`src/rtl/assert_macros.svh`:
```
// assertion macros shared by the gesture recognizer modules
`ifndef ASSERT_MACROS_SVH
`define ASSERT_MACROS_SVH

// same-cycle implication
`define TPDP_ASSERT(lbl, clk, rst_n, ante, cons, msg) \
    lbl: assert property (@(posedge clk) disable iff (!rst_n) (ante) |-> (cons)) \
        else $error(msg);

// next-cycle implication
`define TPDP_ASSERT_NEXT(lbl, clk, rst_n, ante, cons, msg) \
    lbl: assert property (@(posedge clk) disable iff (!rst_n) (ante) |=> (cons)) \
        else $error(msg);

`endif

```
`src/rtl/tpdp_pkg.sv`:
```
// types, constants and width helpers of the gesture recognizer
package tpdp_pkg;

    localparam int DEF_COORD_BITS = 16;
    localparam int DEF_ID_BITS    = 8;
    localparam int TOL_BITS       = 16;
    localparam int TOL_RESET      = 16;
    localparam int ZOOM_BITS      = 32;
    localparam int FRAC_BITS      = 32;
    localparam int Q_BITS         = 64;
    localparam int SQRT_STEPS     = 32;
    localparam int TABLE_SIZE     = 3;

    typedef enum logic [1:0] {
        OP_DOWN, OP_UP, OP_MOVE, OP_OTHER
    } t_op;

    typedef enum logic [2:0] {
        MODE_IDLE, MODE_PRESS, MODE_DRAG, MODE_XFORM, MODE_NONE
    } t_mode;

    typedef enum logic [2:0] {
        G_PRESS_START, G_PRESS_ABORT, G_PRESS_END, G_DRAG_START,
        G_DRAG_MOVE, G_DRAG_END, G_ZOOM
    } t_gesture;

    typedef enum logic [2:0] {
        SQ_DXP, SQ_DYP, SQ_TOL, SQ_DXO, SQ_DYO, SQ_DXN, SQ_DYN
    } t_sq_sel;

    typedef enum logic [2:0] {
        ACC_HOLD, ACC_LOAD0, ACC_ADD0, ACC_LOAD1, ACC_ADD1
    } t_acc_op;

    typedef enum logic [1:0] {
        ID_ZERO, ID_IN, ID_FIRST
    } t_id_src;

    typedef enum logic [1:0] {
        XY_ZERO, XY_IN, XY_FIRST, XY_ENTRY
    } t_xy_src;

    typedef enum logic [2:0] {
        TBL_HOLD, TBL_INSERT, TBL_REMOVE, TBL_CLEAR, TBL_WRITE
    } t_tbl_op;

    typedef enum logic [3:0] {
        ACT_DOWN_IDLE, ACT_DOWN_PRESS, ACT_DOWN_DRAG, ACT_DOWN_XFORM,
        ACT_UP_NONE, ACT_UP_XFORM, ACT_UP_DRAG, ACT_UP_PRESS,
        ACT_MOVE_DRAG, ACT_MOVE_PRESS, ACT_MOVE_XFORM
    } t_act;

    typedef enum logic [3:0] {
        ST_READY, ST_LOOK, ST_DISPATCH, ST_SQ0, ST_SQ1, ST_SQ2, ST_SQ3, ST_SQ4,
        ST_DECIDE, ST_DIV, ST_SQRT_INIT, ST_SQRT, ST_EMIT, ST_UPDATE
    } t_state;

    typedef struct packed {
        logic     in_load;
        logic     look_en;
        t_sq_sel  sq_sel;
        t_acc_op  acc_op;
        logic     div_init;
        logic     div_step;
        logic     sqrt_init;
        logic     sqrt_step;
        logic     emit_en;
        t_gesture emit_kind;
        t_id_src  id_src;
        t_xy_src  xy_src;
        logic     emit_last;
        t_tbl_op  tbl_op;
        logic     mode_we;
        t_mode    mode_val;
    } t_dp_cmd;

    typedef struct packed {
        t_op   op;
        t_mode mode;
        logic  found;
        logic  pair_ok;
        logic  empty_wo_s;
        logic  d2_gt;
        logic  spans_nz;
        logic  out_free;
    } t_dp_status;

    function automatic int f_mul_w(input int coord_bits);
        return (coord_bits + 1 > TOL_BITS) ? coord_bits + 1 : TOL_BITS;
    endfunction

    function automatic int f_acc_w(input int coord_bits);
        return 2 * f_mul_w(coord_bits) + 1;
    endfunction

    function automatic int f_div_steps(input int coord_bits);
        return f_acc_w(coord_bits) + FRAC_BITS;
    endfunction

endpackage

```
`src/rtl/tpdp_datapath.sv`:
```
// pointer table, squarer, divider, square root and output register
`include "assert_macros.svh"

module tpdp_datapath
    import tpdp_pkg::*;
#(
    parameter int COORD_BITS = DEF_COORD_BITS,
    parameter int ID_BITS    = DEF_ID_BITS
) (
    input  logic                         i_clk,
    input  logic                         i_rst_n,
    input  t_dp_cmd                      i_cmd,
    output t_dp_status                   o_status,
    input  logic                         i_cfg_we,
    input  logic [TOL_BITS-1:0]          i_cfg_data,
    input  logic [1:0]                   i_operation,
    input  logic [ID_BITS-1:0]           i_pointer_id,
    input  logic [1:0]                   i_pointer_kind,
    input  logic signed [COORD_BITS-1:0] i_pos_x,
    input  logic signed [COORD_BITS-1:0] i_pos_y,
    output logic                         o_valid,
    input  logic                         i_stall,
    output logic [2:0]                   o_gesture_kind,
    output logic [1:0]                   o_out_pointer_kind,
    output logic [ID_BITS-1:0]           o_out_pointer_id,
    output logic signed [COORD_BITS-1:0] o_out_x,
    output logic signed [COORD_BITS-1:0] o_out_y,
    output logic [ZOOM_BITS-1:0]         o_zoom_ratio,
    output logic                         o_last_of_run
);

    localparam int MUL_W     = f_mul_w(COORD_BITS);
    localparam int ACC_W     = f_acc_w(COORD_BITS);
    localparam int DIV_STEPS = f_div_steps(COORD_BITS);
    localparam int DIF_W     = COORD_BITS + 1;

    logic [TOL_BITS-1:0]          r_tol;
    t_mode                        r_mode;
    logic [TABLE_SIZE-1:0]        r_valid;
    logic [ID_BITS-1:0]           r_id [TABLE_SIZE];
    logic signed [COORD_BITS-1:0] r_x [TABLE_SIZE];
    logic signed [COORD_BITS-1:0] r_y [TABLE_SIZE];

    t_op                          r_op;
    logic [ID_BITS-1:0]           r_pid;
    logic [1:0]                   r_pkind;
    logic signed [COORD_BITS-1:0] r_px;
    logic signed [COORD_BITS-1:0] r_py;

    logic                         r_found;
    logic [TABLE_SIZE-1:0]        r_s_oh;
    logic                         r_s_is_a;
    logic                         r_s_is_b;
    logic                         r_pair_ok;
    logic                         r_empty_wo_s;
    logic [TABLE_SIZE-1:0]        r_free_oh;
    logic                         r_can_ins;
    logic [ID_BITS-1:0]           r_aid;
    logic signed [COORD_BITS-1:0] r_ax, r_ay, r_bx, r_by, r_ex, r_ey;

    logic [TABLE_SIZE-1:0]        hit_oh, free_oh, is_a, is_b;
    logic                         hit_found, free_found;
    logic [1:0]                   rank [TABLE_SIZE];
    logic [ID_BITS-1:0]           l_aid;
    logic signed [COORD_BITS-1:0] l_ax, l_ay, l_bx, l_by, l_ex, l_ey;

    logic signed [COORD_BITS-1:0] axn, ayn, bxn, byn;
    logic signed [DIF_W-1:0]      dif;
    logic [DIF_W-1:0]             mag;
    logic [MUL_W-1:0]             mul_op;
    logic [2*MUL_W-1:0]           r_prod;
    logic [ACC_W-1:0]             r_acc0, r_acc1;

    logic [DIV_STEPS-1:0]         r_num;
    logic [ACC_W-1:0]             r_rem;
    logic [Q_BITS-1:0]            r_q;
    logic                         r_ovf;
    logic [ACC_W:0]               rem_sh;
    logic                         div_ge;

    logic [Q_BITS-1:0]            r_v, r_res, r_bit;
    logic [Q_BITS-1:0]            sq_t;
    logic                         sq_ge;

    logic                         r_out_valid;
    t_gesture                     r_out_kind;
    logic [1:0]                   r_out_pkind;
    logic [ID_BITS-1:0]           r_out_id;
    logic signed [COORD_BITS-1:0] r_out_x, r_out_y;
    logic [ZOOM_BITS-1:0]         r_out_zoom;
    logic                         r_out_last;
    logic                         out_free;
    logic [ID_BITS-1:0]           n_out_id;
    logic signed [COORD_BITS-1:0] n_out_x, n_out_y;

    // table lookup: matching slot, lowest free slot, id ranks
    always_comb begin
        hit_oh     = '0;
        free_oh    = '0;
        hit_found  = 1'b0;
        free_found = 1'b0;
        for (int i = 0; i < TABLE_SIZE; i++) begin
            if (r_valid[i] && r_id[i] == r_pid && !hit_found) begin
                hit_oh[i] = 1'b1;
                hit_found = 1'b1;
            end
            if (!r_valid[i] && !free_found) begin
                free_oh[i] = 1'b1;
                free_found = 1'b1;
            end
        end
        for (int i = 0; i < TABLE_SIZE; i++) begin
            rank[i] = 2'd0;
            for (int j = 0; j < TABLE_SIZE; j++) begin
                if (j != i && r_valid[j] &&
                    (r_id[j] < r_id[i] || (r_id[j] == r_id[i] && j < i))) begin
                    rank[i] = rank[i] + 2'd1;
                end
            end
            is_a[i] = r_valid[i] && rank[i] == 2'd0;
            is_b[i] = r_valid[i] && rank[i] == 2'd1;
        end
        l_aid = '0;
        l_ax  = '0;
        l_ay  = '0;
        l_bx  = '0;
        l_by  = '0;
        l_ex  = '0;
        l_ey  = '0;
        for (int i = 0; i < TABLE_SIZE; i++) begin
            if (is_a[i]) begin
                l_aid = l_aid | r_id[i];
                l_ax  = l_ax | r_x[i];
                l_ay  = l_ay | r_y[i];
            end
            if (is_b[i]) begin
                l_bx = l_bx | r_x[i];
                l_by = l_by | r_y[i];
            end
            if (hit_oh[i]) begin
                l_ex = l_ex | r_x[i];
                l_ey = l_ey | r_y[i];
            end
        end
    end

    // squarer operand select
    always_comb begin
        axn = r_s_is_a ? r_px : r_ax;
        ayn = r_s_is_a ? r_py : r_ay;
        bxn = r_s_is_b ? r_px : r_bx;
        byn = r_s_is_b ? r_py : r_by;
        unique case (i_cmd.sq_sel)
            SQ_DXP:  dif = DIF_W'(r_px) - DIF_W'(r_ex);
            SQ_DYP:  dif = DIF_W'(r_py) - DIF_W'(r_ey);
            SQ_DXO:  dif = DIF_W'(r_bx) - DIF_W'(r_ax);
            SQ_DYO:  dif = DIF_W'(r_by) - DIF_W'(r_ay);
            SQ_DXN:  dif = DIF_W'(bxn) - DIF_W'(axn);
            SQ_DYN:  dif = DIF_W'(byn) - DIF_W'(ayn);
            default: dif = '0;
        endcase
        mag    = dif[DIF_W-1] ? DIF_W'(-dif) : DIF_W'(dif);
        mul_op = (i_cmd.sq_sel == SQ_TOL) ? MUL_W'(r_tol) : MUL_W'(mag);
    end

    // long division and square root steps
    always_comb begin
        rem_sh = {r_rem, r_num[DIV_STEPS-1]};
        div_ge = rem_sh >= {1'b0, r_acc1};
        sq_t   = r_res + r_bit;
        sq_ge  = r_v >= sq_t;
    end

    // output field select
    always_comb begin
        unique case (i_cmd.id_src)
            ID_IN:    n_out_id = r_pid;
            ID_FIRST: n_out_id = r_aid;
            default:  n_out_id = '0;
        endcase
        unique case (i_cmd.xy_src)
            XY_IN: begin
                n_out_x = r_px;
                n_out_y = r_py;
            end
            XY_FIRST: begin
                n_out_x = r_ax;
                n_out_y = r_ay;
            end
            XY_ENTRY: begin
                n_out_x = r_ex;
                n_out_y = r_ey;
            end
            default: begin
                n_out_x = '0;
                n_out_y = '0;
            end
        endcase
    end

    assign out_free = !r_out_valid || !i_stall;

    // control state
    always_ff @(posedge i_clk) begin
        if (!i_rst_n) begin
            r_tol       <= TOL_BITS'(TOL_RESET);
            r_mode      <= MODE_IDLE;
            r_valid     <= '0;
            r_out_valid <= 1'b0;
        end else begin
            if (i_cfg_we) begin
                r_tol <= i_cfg_data;
            end
            if (i_cmd.mode_we) begin
                r_mode <= i_cmd.mode_val;
            end
            unique case (i_cmd.tbl_op)
                TBL_INSERT: begin
                    if (r_can_ins) begin
                        r_valid <= r_valid | r_free_oh;
                    end
                end
                TBL_REMOVE: r_valid <= r_valid & ~r_s_oh;
                TBL_CLEAR:  r_valid <= '0;
                default:    r_valid <= r_valid;
            endcase
            if (i_cmd.emit_en) begin
                r_out_valid <= 1'b1;
            end else if (!i_stall) begin
                r_out_valid <= 1'b0;
            end
        end
    end

    // payload
    always_ff @(posedge i_clk) begin
        if (i_cmd.in_load) begin
            r_op    <= t_op'(i_operation);
            r_pid   <= i_pointer_id;
            r_pkind <= i_pointer_kind;
            r_px    <= i_pos_x;
            r_py    <= i_pos_y;
        end
        if (i_cmd.look_en) begin
            r_found      <= hit_found;
            r_s_oh       <= hit_oh;
            r_s_is_a     <= |(hit_oh & is_a);
            r_s_is_b     <= |(hit_oh & is_b);
            r_pair_ok    <= |is_a && |is_b;
            r_empty_wo_s <= ~|(r_valid & ~hit_oh);
            r_free_oh    <= free_oh;
            r_can_ins    <= !hit_found && free_found;
            r_aid        <= l_aid;
            r_ax         <= l_ax;
            r_ay         <= l_ay;
            r_bx         <= l_bx;
            r_by         <= l_by;
            r_ex         <= l_ex;
            r_ey         <= l_ey;
        end
        for (int i = 0; i < TABLE_SIZE; i++) begin
            if (i_cmd.tbl_op == TBL_INSERT && r_can_ins && r_free_oh[i]) begin
                r_id[i] <= r_pid;
                r_x[i]  <= r_px;
                r_y[i]  <= r_py;
            end else if (i_cmd.tbl_op == TBL_WRITE && r_s_oh[i]) begin
                r_x[i] <= r_px;
                r_y[i] <= r_py;
            end
        end
        r_prod <= mul_op * mul_op;
        unique case (i_cmd.acc_op)
            ACC_LOAD0: r_acc0 <= ACC_W'(r_prod);
            ACC_ADD0:  r_acc0 <= r_acc0 + ACC_W'(r_prod);
            ACC_LOAD1: r_acc1 <= ACC_W'(r_prod);
            ACC_ADD1:  r_acc1 <= r_acc1 + ACC_W'(r_prod);
            default: ;
        endcase
        if (i_cmd.div_init) begin
            r_num <= {r_acc0, FRAC_BITS'(0)};
            r_rem <= '0;
            r_q   <= '0;
            r_ovf <= 1'b0;
        end else if (i_cmd.div_step) begin
            r_num <= r_num << 1;
            r_rem <= div_ge ? ACC_W'(rem_sh - {1'b0, r_acc1}) : rem_sh[ACC_W-1:0];
            r_q   <= {r_q[Q_BITS-2:0], div_ge};
            r_ovf <= r_ovf | r_q[Q_BITS-1];
        end
        if (i_cmd.sqrt_init) begin
            r_v   <= r_q;
            r_res <= '0;
            r_bit <= Q_BITS'(1) << (Q_BITS - 2);
        end else if (i_cmd.sqrt_step) begin
            r_v   <= sq_ge ? r_v - sq_t : r_v;
            r_res <= sq_ge ? (r_res >> 1) + r_bit : r_res >> 1;
            r_bit <= r_bit >> 2;
        end
        if (i_cmd.emit_en) begin
            r_out_kind  <= i_cmd.emit_kind;
            r_out_pkind <= (i_cmd.emit_kind == G_PRESS_START) ? r_pkind : 2'd0;
            r_out_id    <= n_out_id;
            r_out_x     <= n_out_x;
            r_out_y     <= n_out_y;
            r_out_zoom  <= (i_cmd.emit_kind != G_ZOOM) ? '0 :
                           r_ovf ? '1 : r_res[ZOOM_BITS-1:0];
            r_out_last  <= i_cmd.emit_last;
        end
    end

    assign o_status = '{
        op:         r_op,
        mode:       r_mode,
        found:      r_found,
        pair_ok:    r_pair_ok,
        empty_wo_s: r_empty_wo_s,
        d2_gt:      r_acc0 > r_acc1,
        spans_nz:   (r_acc0 != '0) && (r_acc1 != '0),
        out_free:   out_free
    };

    assign o_valid            = r_out_valid;
    assign o_gesture_kind     = r_out_kind;
    assign o_out_pointer_kind = r_out_pkind;
    assign o_out_pointer_id   = r_out_id;
    assign o_out_x            = r_out_x;
    assign o_out_y            = r_out_y;
    assign o_zoom_ratio       = r_out_zoom;
    assign o_last_of_run      = r_out_last;

    `TPDP_ASSERT(a_idle_empty, i_clk, i_rst_n, r_mode == MODE_IDLE, r_valid == '0, "idle mode with tracked pointers")
    `TPDP_ASSERT(a_single_ptr, i_clk, i_rst_n, r_mode == MODE_PRESS || r_mode == MODE_DRAG, $countones(r_valid) == 1, "press or drag without exactly one pointer")

endmodule

```
`src/rtl/tpdp_ctrl.sv`:
```
// gesture recognizer sequencer
`include "assert_macros.svh"

module tpdp_ctrl
    import tpdp_pkg::*;
#(
    parameter int COORD_BITS = DEF_COORD_BITS
) (
    input  logic       i_clk,
    input  logic       i_rst_n,
    input  logic       i_valid,
    output logic       o_ready,
    input  t_dp_status i_status,
    output t_dp_cmd    o_cmd
);

    localparam int DIV_STEPS = f_div_steps(COORD_BITS);
    localparam int CNT_W     = $clog2(DIV_STEPS);

    t_state           r_state, n_state;
    t_act             r_act, n_act;
    logic [1:0]       r_idx, n_idx;
    logic [CNT_W-1:0] r_cnt, n_cnt;

    t_gesture         e_kind;
    t_id_src          e_id;
    t_xy_src          e_xy;
    logic [1:0]       e_cnt;
    logic             is_press;

    assign is_press = (r_act == ACT_MOVE_PRESS);

    // result list per action
    always_comb begin
        e_kind = G_PRESS_START;
        e_id   = ID_ZERO;
        e_xy   = XY_ZERO;
        e_cnt  = 2'd1;
        unique case (r_act)
            ACT_DOWN_IDLE: begin
                e_kind = G_PRESS_START;
                e_id   = ID_IN;
                e_xy   = XY_IN;
            end
            ACT_DOWN_PRESS: begin
                e_kind = G_PRESS_ABORT;
                e_id   = ID_FIRST;
            end
            ACT_DOWN_DRAG: begin
                e_kind = G_DRAG_END;
                e_xy   = XY_FIRST;
            end
            ACT_UP_DRAG: begin
                e_kind = G_DRAG_END;
                e_xy   = XY_IN;
            end
            ACT_UP_PRESS: begin
                e_kind = G_PRESS_END;
                e_id   = ID_IN;
                e_xy   = XY_IN;
            end
            ACT_MOVE_DRAG: begin
                e_kind = G_DRAG_MOVE;
                e_xy   = XY_IN;
            end
            ACT_MOVE_PRESS: begin
                e_cnt = 2'd3;
                unique case (r_idx)
                    2'd0: begin
                        e_kind = G_PRESS_ABORT;
                        e_id   = ID_IN;
                    end
                    2'd1: begin
                        e_kind = G_DRAG_START;
                        e_xy   = XY_ENTRY;
                    end
                    default: begin
                        e_kind = G_DRAG_MOVE;
                        e_xy   = XY_IN;
                    end
                endcase
            end
            ACT_MOVE_XFORM: e_kind = G_ZOOM;
            default: ;
        endcase
    end

    always_ff @(posedge i_clk) begin
        if (!i_rst_n) begin
            r_state <= ST_READY;
            r_act   <= ACT_DOWN_IDLE;
            r_idx   <= '0;
            r_cnt   <= '0;
        end else begin
            r_state <= n_state;
            r_act   <= n_act;
            r_idx   <= n_idx;
            r_cnt   <= n_cnt;
        end
    end

    always_comb begin
        n_state = r_state;
        n_act   = r_act;
        n_idx   = r_idx;
        n_cnt   = r_cnt;
        o_cmd   = '0;
        o_ready = 1'b0;
        unique case (r_state)
            ST_READY: begin
                o_ready = 1'b1;
                if (i_valid) begin
                    o_cmd.in_load = 1'b1;
                    n_state       = ST_LOOK;
                end
            end
            ST_LOOK: begin
                o_cmd.look_en = 1'b1;
                n_state       = ST_DISPATCH;
            end
            ST_DISPATCH: begin
                n_state = ST_READY;
                n_idx   = '0;
                n_cnt   = '0;
                unique case (i_status.op)
                    OP_DOWN: begin
                        unique case (i_status.mode)
                            MODE_IDLE: begin
                                n_act   = ACT_DOWN_IDLE;
                                n_state = ST_EMIT;
                            end
                            MODE_PRESS: begin
                                n_act   = ACT_DOWN_PRESS;
                                n_state = ST_EMIT;
                            end
                            MODE_DRAG: begin
                                n_act   = ACT_DOWN_DRAG;
                                n_state = ST_EMIT;
                            end
                            MODE_XFORM: begin
                                n_act   = ACT_DOWN_XFORM;
                                n_state = ST_UPDATE;
                            end
                            default: ;
                        endcase
                    end
                    OP_UP: begin
                        unique case (i_status.mode)
                            MODE_NONE: begin
                                n_act   = ACT_UP_NONE;
                                n_state = ST_UPDATE;
                            end
                            MODE_XFORM: begin
                                n_act   = ACT_UP_XFORM;
                                n_state = ST_UPDATE;
                            end
                            MODE_DRAG: begin
                                n_act   = ACT_UP_DRAG;
                                n_state = ST_EMIT;
                            end
                            MODE_PRESS: begin
                                n_act   = ACT_UP_PRESS;
                                n_state = ST_EMIT;
                            end
                            default: ;
                        endcase
                    end
                    OP_MOVE: begin
                        if (i_status.found) begin
                            unique case (i_status.mode)
                                MODE_XFORM: begin
                                    n_act   = ACT_MOVE_XFORM;
                                    n_state = ST_SQ0;
                                end
                                MODE_DRAG: begin
                                    n_act   = ACT_MOVE_DRAG;
                                    n_state = ST_EMIT;
                                end
                                MODE_PRESS: begin
                                    n_act   = ACT_MOVE_PRESS;
                                    n_state = ST_SQ0;
                                end
                                default: ;
                            endcase
                        end
                    end
                    default: ;
                endcase
            end
            ST_SQ0: begin
                o_cmd.sq_sel = is_press ? SQ_DXP : SQ_DXO;
                n_state      = ST_SQ1;
            end
            ST_SQ1: begin
                o_cmd.sq_sel = is_press ? SQ_DYP : SQ_DYO;
                o_cmd.acc_op = ACC_LOAD0;
                n_state      = ST_SQ2;
            end
            ST_SQ2: begin
                o_cmd.sq_sel = is_press ? SQ_TOL : SQ_DXN;
                o_cmd.acc_op = ACC_ADD0;
                n_state      = ST_SQ3;
            end
            ST_SQ3: begin
                o_cmd.sq_sel = SQ_DYN;
                o_cmd.acc_op = ACC_LOAD1;
                n_state      = ST_SQ4;
            end
            ST_SQ4: begin
                o_cmd.acc_op = is_press ? ACC_HOLD : ACC_ADD1;
                n_state      = ST_DECIDE;
            end
            ST_DECIDE: begin
                if (is_press) begin
                    n_state = i_status.d2_gt ? ST_EMIT : ST_READY;
                end else if (i_status.pair_ok && i_status.spans_nz) begin
                    o_cmd.div_init = 1'b1;
                    n_state        = ST_DIV;
                end else begin
                    n_state = ST_UPDATE;
                end
            end
            ST_DIV: begin
                o_cmd.div_step = 1'b1;
                n_cnt          = r_cnt + 1'b1;
                if (r_cnt == CNT_W'(DIV_STEPS - 1)) begin
                    n_cnt   = '0;
                    n_state = ST_SQRT_INIT;
                end
            end
            ST_SQRT_INIT: begin
                o_cmd.sqrt_init = 1'b1;
                n_state         = ST_SQRT;
            end
            ST_SQRT: begin
                o_cmd.sqrt_step = 1'b1;
                n_cnt           = r_cnt + 1'b1;
                if (r_cnt == CNT_W'(SQRT_STEPS - 1)) begin
                    n_cnt   = '0;
                    n_state = ST_EMIT;
                end
            end
            ST_EMIT: begin
                if (i_status.out_free) begin
                    o_cmd.emit_en   = 1'b1;
                    o_cmd.emit_kind = e_kind;
                    o_cmd.id_src    = e_id;
                    o_cmd.xy_src    = e_xy;
                    o_cmd.emit_last = (r_idx == e_cnt - 2'd1);
                    if (r_idx == e_cnt - 2'd1) begin
                        n_state = ST_UPDATE;
                    end else begin
                        n_idx = r_idx + 2'd1;
                    end
                end
            end
            ST_UPDATE: begin
                n_state = ST_READY;
                unique case (r_act)
                    ACT_DOWN_IDLE: begin
                        o_cmd.tbl_op   = TBL_INSERT;
                        o_cmd.mode_we  = 1'b1;
                        o_cmd.mode_val = MODE_PRESS;
                    end
                    ACT_DOWN_PRESS, ACT_DOWN_DRAG: begin
                        o_cmd.tbl_op   = TBL_INSERT;
                        o_cmd.mode_we  = 1'b1;
                        o_cmd.mode_val = MODE_XFORM;
                    end
                    ACT_DOWN_XFORM: begin
                        o_cmd.tbl_op   = TBL_INSERT;
                        o_cmd.mode_we  = 1'b1;
                        o_cmd.mode_val = MODE_NONE;
                    end
                    ACT_UP_NONE: begin
                        o_cmd.tbl_op   = TBL_REMOVE;
                        o_cmd.mode_we  = 1'b1;
                        o_cmd.mode_val = i_status.empty_wo_s ? MODE_IDLE : MODE_NONE;
                    end
                    ACT_UP_XFORM: begin
                        o_cmd.tbl_op   = TBL_REMOVE;
                        o_cmd.mode_we  = 1'b1;
                        o_cmd.mode_val = MODE_NONE;
                    end
                    ACT_UP_DRAG, ACT_UP_PRESS: begin
                        o_cmd.tbl_op   = TBL_CLEAR;
                        o_cmd.mode_we  = 1'b1;
                        o_cmd.mode_val = MODE_IDLE;
                    end
                    ACT_MOVE_PRESS: begin
                        o_cmd.tbl_op   = TBL_WRITE;
                        o_cmd.mode_we  = 1'b1;
                        o_cmd.mode_val = MODE_DRAG;
                    end
                    default: o_cmd.tbl_op = TBL_WRITE;
                endcase
            end
            default: n_state = ST_READY;
        endcase
    end

    `TPDP_ASSERT(a_emit_free, i_clk, i_rst_n, o_cmd.emit_en, i_status.out_free, "result loaded while output register busy")
    `TPDP_ASSERT_NEXT(a_accept_look, i_clk, i_rst_n, o_cmd.in_load, r_state == ST_LOOK, "accepted item not looked up")

endmodule

```
`src/rtl/touch_press_drag_pinch_recognizer.sv`:
```
// sequencing: an item is accepted, looked up and dispatched; a zoom move on a pointer pair
// with nonzero spans runs 5 squaring steps, one long-division step per cycle over
// 2*max(COORD_BITS+1,16)+33 bits and 32 square-root steps; a stalled output holds it back
// throughput: one item at a time, the next is taken once the previous one's results are in
// the output register or beyond
// reset: synchronous active low, gesture mode idle, pointer table empty, tolerance 16
module touch_press_drag_pinch_recognizer
    import tpdp_pkg::*;
#(
    parameter int COORD_BITS = DEF_COORD_BITS,
    parameter int ID_BITS    = DEF_ID_BITS
) (
    input  logic                         i_clk,
    input  logic                         i_rst_n,
    input  logic                         i_cfg_we,
    input  logic [TOL_BITS-1:0]          i_cfg_data,
    input  logic                         i_valid,
    output logic                         o_stall,
    input  logic [1:0]                   i_operation,
    input  logic [ID_BITS-1:0]           i_pointer_id,
    input  logic [1:0]                   i_pointer_kind,
    input  logic signed [COORD_BITS-1:0] i_pos_x,
    input  logic signed [COORD_BITS-1:0] i_pos_y,
    output logic                         o_valid,
    input  logic                         i_stall,
    output logic [2:0]                   o_gesture_kind,
    output logic [1:0]                   o_out_pointer_kind,
    output logic [ID_BITS-1:0]           o_out_pointer_id,
    output logic signed [COORD_BITS-1:0] o_out_x,
    output logic signed [COORD_BITS-1:0] o_out_y,
    output logic [ZOOM_BITS-1:0]         o_zoom_ratio,
    output logic                         o_last_of_run
);

    t_dp_cmd    cmd;
    t_dp_status status;
    logic       ready;

    assign o_stall = !ready;

    tpdp_ctrl #(
        .COORD_BITS(COORD_BITS)
    ) u_ctrl (
        .i_clk    (i_clk),
        .i_rst_n  (i_rst_n),
        .i_valid  (i_valid),
        .o_ready  (ready),
        .i_status (status),
        .o_cmd    (cmd)
    );

    tpdp_datapath #(
        .COORD_BITS(COORD_BITS),
        .ID_BITS   (ID_BITS)
    ) u_dp (
        .i_clk              (i_clk),
        .i_rst_n            (i_rst_n),
        .i_cmd              (cmd),
        .o_status           (status),
        .i_cfg_we           (i_cfg_we),
        .i_cfg_data         (i_cfg_data),
        .i_operation        (i_operation),
        .i_pointer_id       (i_pointer_id),
        .i_pointer_kind     (i_pointer_kind),
        .i_pos_x            (i_pos_x),
        .i_pos_y            (i_pos_y),
        .o_valid            (o_valid),
        .i_stall            (i_stall),
        .o_gesture_kind     (o_gesture_kind),
        .o_out_pointer_kind (o_out_pointer_kind),
        .o_out_pointer_id   (o_out_pointer_id),
        .o_out_x            (o_out_x),
        .o_out_y            (o_out_y),
        .o_zoom_ratio       (o_zoom_ratio),
        .o_last_of_run      (o_last_of_run)
    );

endmodule
```
`config.mk`:
```
export PLATFORM = sky130hd
export DESIGN_NAME = touch_press_drag_pinch_recognizer
export DESIGN_NICKNAME = d
export VERILOG_FILES = /design/src/rtl/tpdp_pkg.sv /design/src/rtl/tpdp_datapath.sv /design/src/rtl/tpdp_ctrl.sv /design/src/rtl/touch_press_drag_pinch_recognizer.sv
export VERILOG_INCLUDE_DIRS = /design/src /design/src/rtl
export SDC_FILE = /design/constraint.sdc
export NUM_CORES = 2
export LEC_CHECK = 0
export BUFFER_PORTS_ARGS = -buffer_cell sky130_fd_sc_hd__buf_2
export CORE_MARGIN = 3
export CORE_UTILIZATION = 49
export CTS_BUF_LIST = sky130_fd_sc_hd__clkbuf_2
export CTS_CLUSTER_SIZE = 10
export DETAILED_ROUTE_END_ITERATION = 7
export RECOVER_POWER = 25
export REMOVE_ABC_BUFFERS = 1
export SKIP_CTS_REPAIR_TIMING = 1
export SLEW_MARGIN = 5
export SYNTH_ARGS = -nofsm -noshare
export SYNTH_HDL_FRONTEND = slang
export SYNTH_SLANG_ARGS = --single-unit
```
`constraint.sdc`:
```
create_clock -name i_clk -period 18.9 [get_ports i_clk]
set_input_delay 2.835 -clock i_clk [delete_from_list [all_inputs] [get_ports i_clk]]
set_output_delay 2.835 -clock i_clk [all_outputs]
set_load 0.01 [all_outputs]
```
==> results.cfg <==
[status]
outcome = finished, violations left
violations = capacitance limit, slew limit

[placed_design]
hpwl_mm = 125.2
gp_congestion = 0.9217
port_buffers = 144

[grt]
grt_max_degree = 85
grt_util_all_layers = 0.2698
grt_pass1_wl_mm = 272.5
antenna_found_initial = 4
first_global_vias = 49050
gr-total-overflow = 0

[clocking]
cts_sinks = 796
cts_tree = built
path_clk_slew_ns = 0.11
clk_latency_ns = 1.70
cts-root-buf = clkbuf_2
clock_path_buffers = 3
tritoncts.num_buffers = 211
cts.htree.levels = 4

[layout]
area_delta_synth_final_pct = 6.969
fillerInstances = 11430
drive_gt1_frac = 0.1015
fin_nets = 7566

[sta]
hold_violations = 0
setup_violations = 0
final.setup.tns_ns = 0
fmax_ghz = 0.07408
post-route-period-util = 0.7142
slew_violations = 393
slew_headroom = -1.665
rsz0062_at_grt = no
finClkSkew_ns = 0.1239
worst_slew_pin_slew_ns = 3.998
min_period_ns = 13.50

[worst_setup_path]
start_kind = flop
cpMostUsedCell = fa_1
cpPeakStageDelay_ns = 2.16
endpoint_kind = flop
cp_max_fo = 69
crit_slowest_cell = clkbuf_1
cp.required_ns = 20.47
worst_ep_arrival_time_ns = 15.07
path_class = reg -> reg

[die]
io_pins = 145
fp.dieW_um = 356.3
die_h_um = 356.3
core_region_area_um2 = 120900
initial_core_util = 0.4972
rows = 127
die-area_um2 = 127000

[route]
routed_wl_mm = 171.5
post-route-drc-count = 0
ant_nets = 0
dr.pass1.iters = 5
drtIter0Drc = 3369
vias = 49734
wire_per_inst_um = 19.99
viasPerCell = 5.796

[synth]
synthArstFlopShare = 0
yosysUniqueCellTypes = 106
netlist_area_um2 = 60130
ys_seq_elements = 796
synth-edff-count = 527
ys.warnings.count = 0
yosysSeqAreaShare = 0.3528
netlist_instances = 6650
syn_area_per_cell_um2 = 9.042
yosys_most_used_dff = edfxtp_1

[job]
cap_violations = 8

[hold_path]
hold_path_class = reg -> reg
==> cell type report <==
cell class              instances  area [µm²]  share of cell area
clock buffers                 334        1672             0.02599
well taps                    1612        2017             0.03136
inverters                     486        1826             0.02838
flip-flops and latches        796       21210              0.3298
repair buffers                204        1124             0.01747
diodes                          5       12.51           0.0001945
multi-input cells            5091       36130              0.5618
clock inverters                53       324.1            0.005038
==> Yosys cell counts, types with 19 or more instances <==
| master | number | area share |
|---|---|---|
| o22ai_1 | 27 | 0.0028 |
| nor2_1 | 491 | 0.031 |
| buf_2 | 22 | 0.0018 |
| nor3_1 | 80 | 0.0067 |
| inv_1 | 482 | 0.030 |
| buf_1 | 19 | 0.0012 |
| a31oi_1 | 88 | 0.0092 |
| fa_1 | 199 | 0.066 |
| a22oi_1 | 104 | 0.013 |
| and2_1 | 49 | 0.0051 |
| nand4_1 | 66 | 0.0069 |
| nor4_1 | 33 | 0.0034 |
| o211ai_1 | 29 | 0.0036 |
| mux2_2 | 71 | 0.013 |
| a31o_2 | 23 | 0.0034 |
| mux2i_1 | 100 | 0.017 |
| a21oi_1 | 542 | 0.045 |
| o31ai_1 | 25 | 0.0031 |
| clkbuf_1 | 241 | 0.015 |
| o21a_1 | 90 | 0.011 |
| o21ai_0 | 418 | 0.035 |
| nand2b_1 | 55 | 0.0057 |
| or2_2 | 20 | 0.0021 |
| nand3_1 | 86 | 0.0072 |
| dfxtp_1 | 269 | 0.090 |
| nand2_1 | 897 | 0.056 |
| xor2_1 | 168 | 0.024 |
| edfxtp_1 | 527 | 0.26 |
| ha_1 | 512 | 0.11 |
| o21bai_1 | 53 | 0.0066 |
| or3_1 | 20 | 0.0021 |
| and3_1 | 72 | 0.0075 |
| a211oi_1 | 63 | 0.0079 |
| xnor2_1 | 209 | 0.030 |
| nor2b_1 | 68 | 0.0071 |
| a21o_1 | 174 | 0.022 |
==> sequential cells by signal, indices dropped and copies added (netlist names), 33 cells and up <==
signal       cells
u_dp.r_acc0     35
u_dp.r_acc1     35
u_dp.r_num      35
u_dp.r_prod     33
u_dp.r_q        64
u_dp.r_rem      35
u_dp.r_res      64
u_dp.r_v        64
u_dp.r_x        48
u_dp.r_y        48
==> worst max-delay path: cells and delay by family (launching register included) <==
kind | cells | cell delay (ns)
AO/OA/AOI/OAI | 9 | 2.20
flip-flops | 1 | 0.75
buffers and inverters | 4 | 2.30
AND/OR/NAND/NOR | 12 | 4.15
adder cells (fa/ha/maj) | 7 | 3.22
XOR/XNOR | 2 | 0.76
==> metal layers <==
layer  part of all wire  vias up  GRT usage  wire (µm)
met1               0.44    23848     0.3600      76270
met3              0.065      305    0.04867      11140
met2               0.46     1468     0.4404      78950
li1                   -    24113          -          -
met5                  0        -          0          0
met4              0.030        0    0.09594       5159
==> path summary, 6_finish.rpt <==
| check | end | slack [ns] | cells past startpoint | from |
|---|---|---|---|---|
| max reg2reg | u_dp.r_prod[31] | 5.40 | 34 | u_ctrl.r_state[3] |
| max | u_dp.r_prod[31] | 5.40 | 34 | u_ctrl.r_state[3] |
| min | u_dp.r_q[55] | 0.37 | 2 | u_dp.r_q[54] |
| min reg2reg | u_dp.r_q[55] | 0.37 | 2 | u_dp.r_q[54] |
==> stage by stage <==
stage               hold WS, ns  worst slack, ns  utilization  area (µm²)  cells
floorplan                0.4400            8.355            -       59040   6373
global placement         0.4530            7.073       0.5158       62370   8189
detailed placement       0.4613            6.870       0.5158       62370   8189
CTS                      0.3910            6.769       0.5323       64360   8576
global route             0.4390            4.339       0.5319       64320   8580
finish                   0.3718            5.401       0.5319       64320   8581
==> cell families after synthesis <==
kind of cell	synth area share
simple gates	0.1495
buf+inv	0.04903
xor+xnor	0.05519
mux	0.03019
other cells	0.0001249
flops	0.3528
compound gates	0.1904
fa+ha+maj	0.1728
==> cells in the final DEF, fill, tap and decap left out, types with 133 or more instances in the layout <==
master	instances
a21o_1	174
a21oi_1	540
buf_2	133
clkbuf_2	334
dfxtp_1	269
edfxtp_1	527
fa_1	199
ha_1	512
inv_1	481
nand2_1	892
nor2_1	485
o21ai_0	418
xnor2_1	209
xor2_1	168
Power is not shown: default switching activity piles up to over one toggle a cycle in this logic, so the estimate is an artifact.
